[src/rtl/srr_pkg.sv]
// Package for the selective-repeat receiver: codes, field widths and the controller state type.
package srr_pkg;

	// Port field widths
	localparam int SEQ_FIELD_W  = 4;
	localparam int WORD_FIELD_W = 32;
	localparam int OKIND_W      = 2;

	// Input packet kinds
	localparam logic KIND_DATA   = 1'b0;
	localparam logic KIND_FINISH = 1'b1;

	// Result kinds
	localparam logic [OKIND_W-1:0] OUT_ACK     = 2'd0;
	localparam logic [OKIND_W-1:0] OUT_DATA    = 2'd1;
	localparam logic [OKIND_W-1:0] OUT_FIN_ACK = 2'd2;

	// Controller states
	typedef enum logic [3:0] {
		ST_IDLE = 4'b0001,
		ST_PROC = 4'b0010,
		ST_RD   = 4'b0100,
		ST_DLV  = 4'b1000
	} state_t;

endpackage

[src/rtl/srr_slot_ram.sv]
// Payload slot memory: one write port, one read port with registered read data.
module srr_slot_ram #(
	parameter int DEPTH      = 16,
	parameter int DATA_WIDTH = 32
) (
	input  logic                          clk,
	input  logic                          wr_en,
	input  logic [$clog2(DEPTH)-1:0]      wr_addr,
	input  logic [DATA_WIDTH-1:0]         wr_data,
	input  logic [$clog2(DEPTH)-1:0]      rd_addr,
	output logic [DATA_WIDTH-1:0]         rd_data
);

	logic [DATA_WIDTH-1:0] mem [DEPTH];

	// write port
	always_ff @(posedge clk) begin
		if (wr_en) begin
			mem[wr_addr] <= wr_data;
		end
	end

	// read port, registered read data
	always_ff @(posedge clk) begin
		rd_data <= mem[rd_addr];
	end

endmodule

[src/rtl/selective_repeat_receiver.sv]
// Selective-repeat ARQ receiver top level: window control, received marks and output register.
// Each input item is one packet: a data packet (sequence number and payload word) or a finish
// notice. A data packet always yields an ack of its sequence number first; if it falls inside
// the receive window its payload is buffered in the slot memory and every payload that is then
// in order from the window start is delivered, one result item each, the final result of a
// packet carrying tlast. A finish notice yields a single finish ack. A packet is accepted and
// then acked; each delivered payload is read from the slot memory (registered read data) and
// then output, with at most WINDOW payloads per packet. A new packet is accepted as soon as
// the previous one has issued its last result into the output register. Received marks live
// in flip-flops set on reset, so there is no clearing pass.
module selective_repeat_receiver #(
	parameter int SEQ_COUNT  = 16,
	parameter int WINDOW     = 8,
	parameter int DATA_WIDTH = 32
) (
	input  logic        clk,
	input  logic        arst_n,
	input  logic        s_tvalid,
	output logic        s_tready,
	input  logic [39:0] s_tdata,   // [3:0] seq_num, [35:4] payload, [39:36] zero
	input  logic [0:0]  s_tuser,   // [0] kind
	output logic        m_tvalid,
	input  logic        m_tready,
	output logic [39:0] m_tdata,   // [3:0] ack_seq, [35:4] data_out, [39:36] zero
	output logic [1:0]  m_tuser,   // [1:0] out_kind
	output logic        m_tlast
);

	localparam int IW  = $clog2(SEQ_COUNT);
	localparam int AW  = IW + 1;
	localparam int OW  = $clog2(WINDOW + 1);
	localparam int CW  = (AW > OW) ? AW : OW;
	localparam int SW  = ((IW > srr_pkg::SEQ_FIELD_W) ? IW : srr_pkg::SEQ_FIELD_W) + 1;
	localparam int DW2 = (DATA_WIDTH > srr_pkg::WORD_FIELD_W) ? DATA_WIDTH
		: srr_pkg::WORD_FIELD_W;

	srr_pkg::state_t state_q;

	// latched packet
	logic                              kind_q;
	logic [srr_pkg::SEQ_FIELD_W-1:0]   seq_q;
	logic [srr_pkg::WORD_FIELD_W-1:0]  payload_q;

	// window state
	logic [IW-1:0]        ws_q;
	logic [OW-1:0]        open_q;
	logic [SEQ_COUNT-1:0] mark_q;
	logic [SEQ_COUNT-1:0] mark_nx;

	// output register
	logic                              out_valid_q;
	logic [srr_pkg::OKIND_W-1:0]       out_kind_q;
	logic [srr_pkg::SEQ_FIELD_W-1:0]   out_seq_q;
	logic [srr_pkg::WORD_FIELD_W-1:0]  out_data_q;
	logic                              out_last_q;

	logic                              out_free;
	logic                              emit;
	logic [srr_pkg::OKIND_W-1:0]       emit_kind;
	logic [srr_pkg::SEQ_FIELD_W-1:0]   emit_seq;
	logic [srr_pkg::WORD_FIELD_W-1:0]  emit_data;
	logic                              emit_last;

	// offset arithmetic
	logic [SW-1:0] seq_w;
	logic          seq_ok;
	logic [IW-1:0] seq_idx;
	logic [AW-1:0] d_sum;
	logic [AW-1:0] d_w;
	logic [CW-1:0] d_c;
	logic          in_win;
	logic          accept;
	logic          extend;
	logic [AW-1:0] off_sum;
	logic [AW-1:0] off_c;
	logic          clr;

	logic [IW-1:0] ws_inc;
	logic          more;
	logic [SW-1:0] ws_w;

	// slot memory
	logic                  ram_we;
	logic [DATA_WIDTH-1:0] ram_wdata;
	logic [DATA_WIDTH-1:0] ram_rdata;
	logic [DW2-1:0]        pay_ext;
	logic [DW2-1:0]        rd_ext;

	assign out_free = !out_valid_q || m_tready;
	assign s_tready = (state_q == srr_pkg::ST_IDLE);

	// offset of the packet from the window start
	always_comb begin
		seq_w   = SW'(seq_q);
		seq_ok  = seq_w < SW'(SEQ_COUNT);
		seq_idx = seq_w[IW-1:0];
		d_sum   = {1'b0, seq_idx} + AW'(SEQ_COUNT) - {1'b0, ws_q};
		d_w     = (d_sum >= AW'(SEQ_COUNT)) ? d_sum - AW'(SEQ_COUNT) : d_sum;
		d_c     = CW'(d_w);
		in_win  = d_c < CW'(WINDOW);
		accept  = seq_ok && in_win;
		extend  = d_c >= CW'(open_q);
	end

	// received marks after this packet: skipped slots cleared, own slot set
	always_comb begin
		off_sum = '0;
		off_c   = '0;
		clr     = 1'b0;
		for (int i = 0; i < SEQ_COUNT; i++) begin
			off_sum = AW'(i) + AW'(SEQ_COUNT) - {1'b0, ws_q};
			off_c   = (off_sum >= AW'(SEQ_COUNT)) ? off_sum - AW'(SEQ_COUNT) : off_sum;
			clr     = extend && (CW'(off_c) >= CW'(open_q)) && (CW'(off_c) < d_c);
			if (seq_idx == IW'(i)) begin
				mark_nx[i] = 1'b1;
			end else if (clr) begin
				mark_nx[i] = 1'b0;
			end else begin
				mark_nx[i] = mark_q[i];
			end
		end
	end

	// next slot and whether delivery continues
	always_comb begin
		ws_inc = (ws_q == IW'(SEQ_COUNT - 1)) ? '0 : ws_q + IW'(1);
		more   = (open_q != OW'(1)) && mark_q[ws_inc];
		ws_w   = SW'(ws_q);
		rd_ext = DW2'(ram_rdata);
	end

	// result selection
	always_comb begin
		emit      = 1'b0;
		emit_kind = srr_pkg::OUT_ACK;
		emit_seq  = seq_q;
		emit_data = '0;
		emit_last = 1'b1;
		unique case (state_q)
			srr_pkg::ST_PROC: begin
				emit = out_free;
				if (kind_q == srr_pkg::KIND_FINISH) begin
					emit_kind = srr_pkg::OUT_FIN_ACK;
					emit_seq  = '0;
				end else begin
					emit_last = !(accept && mark_nx[ws_q]);
				end
			end
			srr_pkg::ST_DLV: begin
				emit      = out_free;
				emit_kind = srr_pkg::OUT_DATA;
				emit_seq  = ws_w[srr_pkg::SEQ_FIELD_W-1:0];
				emit_data = rd_ext[srr_pkg::WORD_FIELD_W-1:0];
				emit_last = !more;
			end
			srr_pkg::ST_IDLE, srr_pkg::ST_RD: begin
				emit = 1'b0;
			end
			default: begin
				emit = 1'b0;
			end
		endcase
	end

	// slot write on an accepted data packet
	always_comb begin
		pay_ext   = DW2'(payload_q);
		ram_wdata = pay_ext[DATA_WIDTH-1:0];
		ram_we    = (state_q == srr_pkg::ST_PROC) && out_free
			&& (kind_q == srr_pkg::KIND_DATA) && accept;
	end

	srr_slot_ram #(
		.DEPTH      (SEQ_COUNT),
		.DATA_WIDTH (DATA_WIDTH)
	) u_slot_ram (
		.clk     (clk),
		.wr_en   (ram_we),
		.wr_addr (seq_idx),
		.wr_data (ram_wdata),
		.rd_addr (ws_q),
		.rd_data (ram_rdata)
	);

	// controller and window state
	always_ff @(posedge clk or negedge arst_n) begin
		if (!arst_n) begin
			state_q <= srr_pkg::ST_IDLE;
			ws_q    <= '0;
			open_q  <= '0;
			mark_q  <= '1;
		end else begin
			unique case (state_q)
				srr_pkg::ST_IDLE: begin
					if (s_tvalid) begin
						state_q <= srr_pkg::ST_PROC;
					end
				end
				srr_pkg::ST_PROC: begin
					if (out_free) begin
						if (ram_we) begin
							mark_q <= mark_nx;
							if (extend) begin
								open_q <= OW'(d_c + CW'(1));
							end
						end
						state_q <= emit_last ? srr_pkg::ST_IDLE : srr_pkg::ST_RD;
					end
				end
				srr_pkg::ST_RD: begin
					state_q <= srr_pkg::ST_DLV;
				end
				srr_pkg::ST_DLV: begin
					if (out_free) begin
						ws_q    <= ws_inc;
						open_q  <= open_q - OW'(1);
						state_q <= more ? srr_pkg::ST_RD : srr_pkg::ST_IDLE;
					end
				end
				default: begin
					state_q <= srr_pkg::ST_IDLE;
				end
			endcase
		end
	end

	// packet latch
	always_ff @(posedge clk) begin
		if (s_tvalid && s_tready) begin
			kind_q    <= s_tuser[0];
			seq_q     <= s_tdata[3:0];
			payload_q <= s_tdata[35:4];
		end
	end

	// output register valid
	always_ff @(posedge clk or negedge arst_n) begin
		if (!arst_n) begin
			out_valid_q <= 1'b0;
		end else if (emit) begin
			out_valid_q <= 1'b1;
		end else if (m_tready) begin
			out_valid_q <= 1'b0;
		end
	end

	// output register payload
	always_ff @(posedge clk) begin
		if (emit) begin
			out_kind_q <= emit_kind;
			out_seq_q  <= emit_seq;
			out_data_q <= emit_data;
			out_last_q <= emit_last;
		end
	end

	assign m_tvalid = out_valid_q;
	assign m_tdata  = {4'b0000, out_data_q, out_seq_q};
	assign m_tuser  = out_kind_q;
	assign m_tlast  = out_last_q;

	// the open part never exceeds the window
	a_open_le_window: assert property (@(posedge clk) disable iff (!arst_n)
		CW'(open_q) <= CW'(WINDOW))
		else $error("open part exceeds window");

	// a delivery only happens with an open slot
	a_dlv_open: assert property (@(posedge clk) disable iff (!arst_n)
		(state_q == srr_pkg::ST_DLV) |-> (open_q != '0))
		else $error("delivery with empty open part");

	// each delivery shrinks the open part by one
	a_dlv_shrink: assert property (@(posedge clk) disable iff (!arst_n)
		(state_q == srr_pkg::ST_DLV && out_free) |=> (open_q == $past(open_q) - OW'(1)))
		else $error("open part did not shrink on delivery");

	// the window start stays inside the sequence space
	a_ws_range: assert property (@(posedge clk) disable iff (!arst_n)
		AW'(ws_q) < AW'(SEQ_COUNT))
		else $error("window start out of range");

endmodule
[config.mk]
export PLATFORM = sky130hd
export DESIGN_NAME = selective_repeat_receiver
export DESIGN_NICKNAME = d
export VERILOG_FILES = /design/src/rtl/srr_pkg.sv /design/src/rtl/srr_slot_ram.sv /design/src/rtl/selective_repeat_receiver.sv
export SDC_FILE = /design/constraint.sdc
export NUM_CORES = 1
export LEC_CHECK = 0
export ABC_AREA = 1
export BUFFER_PORTS_ARGS = -buffer_cell sky130_fd_sc_hd__clkbuf_2
export CAP_MARGIN = 20
export CORE_MARGIN = 3
export CORE_UTILIZATION = 62
export DETAILED_ROUTE_END_ITERATION = 8
export PLACE_DENSITY_LB_ADDON = 0.25
export SYNTH_ARGS = -nofsm -noshare
export SYNTH_HDL_FRONTEND = slang
export SYNTH_SLANG_ARGS = --single-unit
[constraint.sdc]
create_clock -name clk -period 5.1 [get_ports clk]
set_input_delay 0.765 -clock clk [delete_from_list [all_inputs] [get_ports clk]]
set_output_delay 0.765 -clock clk [all_outputs]
set_load 0.05 [all_outputs]
# Word level (Yosys, flattened, before mapping)
# Memories as Yosys holds them, arrays and structs flattened. A register that Yosys moved wholly into a read port is not among the register bits.
# Cells that the tools add are included.
classes:
  add_sub_neg: 38
  multipliers: 0
  n_div: 0
  order_cmp: 53
  n_eq_ne: 26
  n_shift: 0
  n_mux: 76
  bitwise_logic: 1
  reduce_logical: 50
op_table:
  columns: ["operator", "n"]
  rows:
  - ["5-bit by 4-bit >= comparator with 1-bit output", 17]
  - ["5-bit >= comparator, second input constant", 17]
  - ["5-bit 2-to-1 mux", 17]
  - ["5-bit subtractor, second input constant", 17]
  - ["5-bit < comparator", 16]
  - ["5-bit by 4-bit subtractor with 5-bit output, first input constant", 16]
  - ["4-bit == test, second input constant", 10]
  - ["1-bit 2-to-1 mux", 40]
  - ["1-bit logical AND", 38]
  - ["4-bit 2-to-1 mux", 9]
  - ["4-bit by 3-bit == test with 1-bit output, second input constant", 5]
  - ["4-bit case mux with 2 select lines", 2]
  - ["4-bit case mux with 4 select lines", 1]
  - ["4-bit by 2-bit == test with 1-bit output, second input constant", 3]
  - ["4-bit by 5-bit < comparator with 1-bit output, second input constant", 2]
  - ["2-bit != test, second input constant", 5]
  - ["4-bit by 1-bit adder with 4-bit output, second input constant", 2]
  - ["1-bit binary-select mux with 4-bit select", 2]
  - ["4-bit by 1-bit == test with 1-bit output, second input constant", 2]
  - ["3-bit 2-to-1 mux", 2]
  - ["3-bit AND reduction", 2]
  - ["4-bit by 5-bit adder with 5-bit output, second input constant", 1]
  - ["5-bit by 4-bit < comparator with 1-bit output, second input constant", 1]
  - ["5-bit AND reduction", 1]
  - ["other kinds (13)", 16]
word_totals:
  reg_bits: 105
  latch_bits: 0
  ramBits: 512
  mem_bits_ro: 0
  inputBits: 45
  elab_cells: 257
  n_memories: 1
mem_list:
  columns: ["memory", "depth", "width", "read_ports", "rd_ports_with_merged_regs", "write_ports", "line_no", "rtl"]
  rows:
  - ["u_slot_ram.mem", 16, 32, 1, 1, 1, "srr_slot_ram.sv:14", "logic [DATA_WIDTH-1:0] mem [DEPTH];"]

# Longest topological paths before layout
logic_depth:
  ltp_word: 18
  depth_mapped: 25

# Modules after synthesis
# From an unflattened synthesis, not the netlist that was laid out.
hier_totals:
  cells_unflattened: 2928
  hier_area_um2: 29589.6
by_module_without_submodules:
  columns: ["mod", "instances", "cells_per_inst", "area_each_um2", "seq_area_each_um2"]
  rows:
  - ["srr_slot_ram", 1, 2120, 22730.6, 16015.4]
  - ["selective_repeat_receiver", 1, 808, 6859.1, 3029.2]

# Worst setup path before layout
# Ideal clock, no wire load.
synth_path:
  kind: "reg-to-reg"
  startpoint: "reg ws_q[2]"
  endpoint: "mem u_slot_ram.mem[10][0] (enable)"
  setup_ns: 0.421
  t_arrival_ns: 4.109
  path_slack_ns: 0.570
  stages_incl_launch_ff: 12
  period_less_slack_ns: 4.530
  cell_sequence: "dfrtp_1 -> inv_1 -> clkbuf_1 -> clkbuf_1 -> ha_1 -> a21oi_2 -> nand2_2 -> xnor2_4 -> nand4_2 -> buf_2 -> buf_2 -> nor2_1"
synth_between:
  elab_chain_cells: 7
synth_rtl:
  columns: ["item", "line_no", "rtl"]
  rows:
  - ["start: declaration", "selective_repeat_receiver.sv:45", "logic [IW-1:0] ws_q;"]
  - ["start signal: assignment", "selective_repeat_receiver.sv:215", "ws_q <= ws_inc;"]
  - ["5-bit by 4-bit subtractor with 5-bit output (*)", "selective_repeat_receiver.sv:97", "d_sum = {1'b0, seq_idx} + AW'(SEQ_COUNT) - {1'b0, ws_q};"]
  - ["5-bit subtractor / 5-bit >= comparator (equally long branches)", "selective_repeat_receiver.sv:98", "d_w = (d_sum >= AW'(SEQ_COUNT)) ? d_sum - AW'(SEQ_COUNT) : d_sum;"]
  - ["5-bit 2-to-1 mux (*)", "selective_repeat_receiver.sv:98", null]
  - ["5-bit by 4-bit < comparator with 1-bit output (*)", "selective_repeat_receiver.sv:100", "in_win = d_c < CW'(WINDOW);"]
  - ["1-bit logical AND (*)", "selective_repeat_receiver.sv:170", "&& (kind_q == srr_pkg::KIND_DATA) && accept;"]
  - ["1-bit 2-to-1 mux (*)", "srr_slot_ram.sv:18", "if (wr_en) begin"]
  - ["1-bit 2-to-1 mux (implied by the code) (*)", "srr_slot_ram.sv:19", "mem[wr_addr] <= wr_data;"]
  - ["end: declaration", "srr_slot_ram.sv:14", null]
# Mark *: on every way between the ends. The rest lies on a longest branch, timed or not.

# Final worst setup path
layout_path:
  startpoint: "reg ws_q[2]"
  endpoint: "reg out_last_q (netlist: m_tlast), data pin"
layout_between:
  elab_chain_cells: 14
layout_rtl:
  columns: ["item", "line_no", "rtl"]
  rows:
  - ["5-bit by 4-bit subtractor with 5-bit output, on equally long branches", "selective_repeat_receiver.sv:97, selective_repeat_receiver.sv:111", null]
  - ["5-bit subtractor, or another cell as far along", "selective_repeat_receiver.sv:98", null]
  - ["5-bit 2-to-1 mux, on equally long branches", "selective_repeat_receiver.sv:98, selective_repeat_receiver.sv:112", null]
  - ["5-bit by 4-bit >= comparator with 1-bit output, on equally long branches", "selective_repeat_receiver.sv:102, selective_repeat_receiver.sv:113", null]
  - ["1-bit logical AND (2 in a row)", "selective_repeat_receiver.sv:113", "clr = extend && (CW'(off_c) >= CW'(open_q)) && (CW'(off_c) < d_c);"]
  - ["1-bit 2-to-1 mux", "selective_repeat_receiver.sv:116", "end else if (clr) begin"]
  - ["1-bit 2-to-1 mux", "selective_repeat_receiver.sv:114", "if (seq_idx == IW'(i)) begin"]
  - ["1-bit binary-select mux with 4-bit select", "selective_repeat_receiver.sv:146", "emit_last = !(accept && mark_nx[ws_q]);"]
  - ["1-bit 2-to-1 mux (implied by the code)", "selective_repeat_receiver.sv:146", null]
  - ["1-bit logical AND", "selective_repeat_receiver.sv:146", null]
  - ["1-bit zero test", "selective_repeat_receiver.sv:146", null]
  - ["1-bit 2-to-1 mux", "selective_repeat_receiver.sv:142", "if (kind_q == srr_pkg::KIND_FINISH) begin"]
  - ["1-bit case mux with 2 select lines (*)", "selective_repeat_receiver.sv:139", "unique case (state_q)"]
  - ["named net emit_last", "selective_repeat_receiver.sv:62", "logic emit_last;"]
  - ["end signal: assignment", "selective_repeat_receiver.sv:253", "out_last_q <= emit_last;"]
  - ["end: declaration", "selective_repeat_receiver.sv:55", "logic out_last_q;"]
# Mark *: on every way through the listed nets, which the timed path passes. The rest lies on a longest branch. The select of a mux whose other input is x is not followed.
# A chain may end at the register's enable or synchronous reset.

==> results.md <==
* Status: completed
* Minimum clock period at 4.45 ns
* Final Skew at 0.0228 ns
* Worst Setup SP: ws_q[2]
* Worst Reg-to-Reg Cells at 19
* R2R Setup Slk at 0.65 ns
* Yosys top cell area share at 0.647
* CTS Hold Buffers Added at 0
* Critical path startpoint category: flip-flop
* Drt total wl at about 66000 um
* CP arrival at 4.79 ns
* Synth Warn # at 0
* Max-capacitance violation count at 0
* GRT overflow at 0
* Worst VDD drop at between 0.4 and 0.5 mV
* Initial antenna violation count at 0
* Fin. Hold Viols at 0
* Post-Syn Area at 27300 um2
* Clock root buffer: clkbuf_16
* Least-Margin Pin Slew at 1.40 ns
* Fin. max-slew vios at 0
* Area grow syn2layout at 11.7%
* Core area at 43300 um2
* CTS tree: yes
* Unrepaired setup endpoints after global routing: false
* Syn Inst Count at 2210
* Fraction of layout cells with a size suffix above 1 at 0.117
* Final setup violation count at 0
* Total power at 15800 uW
* Residual DRC at 0
* Worst slew margin at 0.0660
* Largest cells by area after synthesis: edfxtp_1 (65%), o21ai_0 (5.1%), nor2_1 (4.8%), ha_1 (4.1%), nand2_1 (3.3%)
* Largest net degree at the start of global routing at around 270
* Row Count at 76
* ANT nets after route at 0
* Worst setup EP type: flip-flop
* Worst-case clock buffer depth at 3
* Total negative slack at 0 ns
* Most frequent cells after synthesis: edfxtp_1 (588), nor2_1 (346), o21ai_0 (279)
* Sequential element share of the synthesized area at 0.698
* H-tree levels at 3
* # clock sinks at 649
* Pre-antenna DRT Iters at 6
* Top-Level Pins at 90
* EDFF count, synth at 588
* Vias per cell at 6.18
* Syn Area/Cell at 12.3 um2
* Fmax achieved at between 200 and 250 MHz
* Period utilization at 0.873
* Starting Density at 0.630
* Die Area at 46600 um2
* Worst EP required at 5.44 ns
* Nets at 2420
* Cell taking the most area after synthesis: edfxtp_1
* Later-pin clock latency in the skew report at 0.61 ns
* Post-synthesis sequential element count at 649
* Distinct cells, synth at 44
* DR vias at 18049
* GRT Overall Usage at 0.285
* Routed length per instance at 22.7 um
* Die Span Y at between 200 and 250 um
* Setup bufs post-CTS at 0
* Asr flop ratio synth at 0.0447
* Setup Crit Path Kind: reg2reg
* First-pass GRT wire length at between 100000 and 150000 um
* Routability congestion estimate from global placement at around 0.84
* Port Buffers at 81
* Worst min path class: in2async
* Number of global-route vias before repair at 17598
* R2R Path End: m_tlast
* DP HPWL at 34400 um
* Pwr dens at 520 nW/um2
* Top-count cell post-synth: edfxtp_1
* Clk slew on worst S/H paths at 0.06 ns
* Die width at between 200 and 250 um
* Detailed router's first-iteration violation count at between 2000 and 2500
* FF-to-FF Start: ws_q[2]
* Post_cts resized at 0
* Antenna fix cells at 0
* Synth Flop Type: edfxtp_1
* Worst-path maximum fanout at 40
* P_leak at ~0.011 uW
* TritonCTS Buffers at 66
[layer usage]
layer	share of wire	wire length [um]	vias to the layer above	track usage
li1	-	-	8136	-
met1	0.40	26400	8866	0.391
met2	0.49	32500	902	0.468
met3	0.085	5620	145	0.0489
met4	0.029	1920	0	0.0989
met5	0	0	-	0
[report_power, final]
| part | switching, uW | total (uW) | internal, uW | leakage [uW] |
|---|---|---|---|---|
| clock | 1990 | 4610 | 2620 | 0.00100 |
| combinational | 3050 | 4450 | 1400 | 0.00414 |
| sequential | 382 | 6780 | 6390 | 0.00591 |
[state kept, by name (all words and copies together), names as in the netlist, 2 cells and up]
signal	count
m_tuser	2
mark_q	16
open_q	4
out_data_q	32
out_seq_q	4
pay_ext	32
seq_idx	4
state_q	4
u_slot_ram.mem	512
u_slot_ram.rd_data	32
ws_q	4
[per-stage QoR]
stage | util | area [um2] | worst slack [ns] | hold WS, ns | std cells
3_5_place_dp | 0.656 | 28400 | 0.730 | 0.503 | 2802
6_report | 0.704 | 30500 | 0.646 | 0.243 | 2922
4_1_cts | 0.704 | 30500 | 0.710 | 0.235 | 2922
3_3_place_gp | 0.656 | 28400 | 0.852 | 0.495 | 2802
2_1_floorplan | - | 27300 | 0.570 | 0.469 | 2226
5_1_grt | 0.704 | 30500 | 0.389 | 0.271 | 2922
[how the worst max path moves through the flow]
stage / cells past startpoint / endpoint
detailed placement: 19 / m_tlast
global placement: 19 / m_tlast
CTS: 19 / m_tlast
global route: 19 / m_tlast
floorplan: 11 / u_slot_ram.mem[10][0]
finish: 19 / m_tlast
[critical path, cell delays in order (launching register included)]
cell and delay (ns):
dfrtp_4 0.79, inv_1 0.12, ha_1 0.35, a21oi_2 0.15, nand2_2 0.10, xnor2_4 0.61, inv_1 0.17, ha_1 0.33
a21oi_1 0.26, nand2_4 0.21, nand3_1 0.23, nand2_1 0.12, nand2_1 0.08, nand2_1 0.05, nand2_1 0.06, nand3_1 0.09
nand3_1 0.13, nand3_2 0.13, nand2_2 0.10, nand3_1 0.08
[area by class of cell]
type	count	area (um2)
Timing Repair Buffer	116	743
Inverter	138	524
Clock inverter	26	196
Multi-Input combinational cell	1314	7340
Fill cell	2863	12800
Tap cell	585	732
Sequential cell	649	19100
Clock buffer	94	1870
[kinds of logic after synthesis]
group / synth area share
DFF: 0.698
and+or+nand+nor: 0.104
AOI/OAI and AO/OA: 0.112
buffers and inverters: 0.0397
xor gates and xnor gates: 0.00422
adders and majority gates: 0.0416
other: 0.000275
[cell usage in the layout, fill, tap and decap left out, types with 4 or more instances in the layout]
cell / synthesis / routed
o211ai_1: 47 / 47
buf_4: 4 / 29
ha_1: 89 / 89
a31oi_1: 8 / 8
inv_1: 129 / 128
clkbuf_16: 0 / 68
nor3_1: 7 / 7
dfxtp_1: 32 / 32
o21ai_1: 4 / 4
nor3b_1: 8 / 8
nor2_4: 0 / 15
dfrtp_1: 12 / 8
nor3_4: 2 / 5
o221ai_1: 85 / 85
inv_6: 0 / 5
clkinv_1: 1 / 10
edfxtp_1: 588 / 588
conb_1: 2 / 18
nand3_2: 4 / 4
nand3_1: 67 / 67
dfstp_2: 17 / 17
nand2_1: 240 / 240
buf_12: 0 / 6
nor2_1: 346 / 331
o22ai_1: 50 / 50
xor2_1: 8 / 8
nand3b_1: 4 / 4
clkbuf_8: 0 / 7
clkinv_2: 0 / 7
clkbuf_1: 77 / 19
inv_2: 8 / 8
o21ai_0: 279 / 279
clkbuf_2: 0 / 81
a21oi_1: 25 / 25
Note: power is estimated with default switching activity, not from simulation.
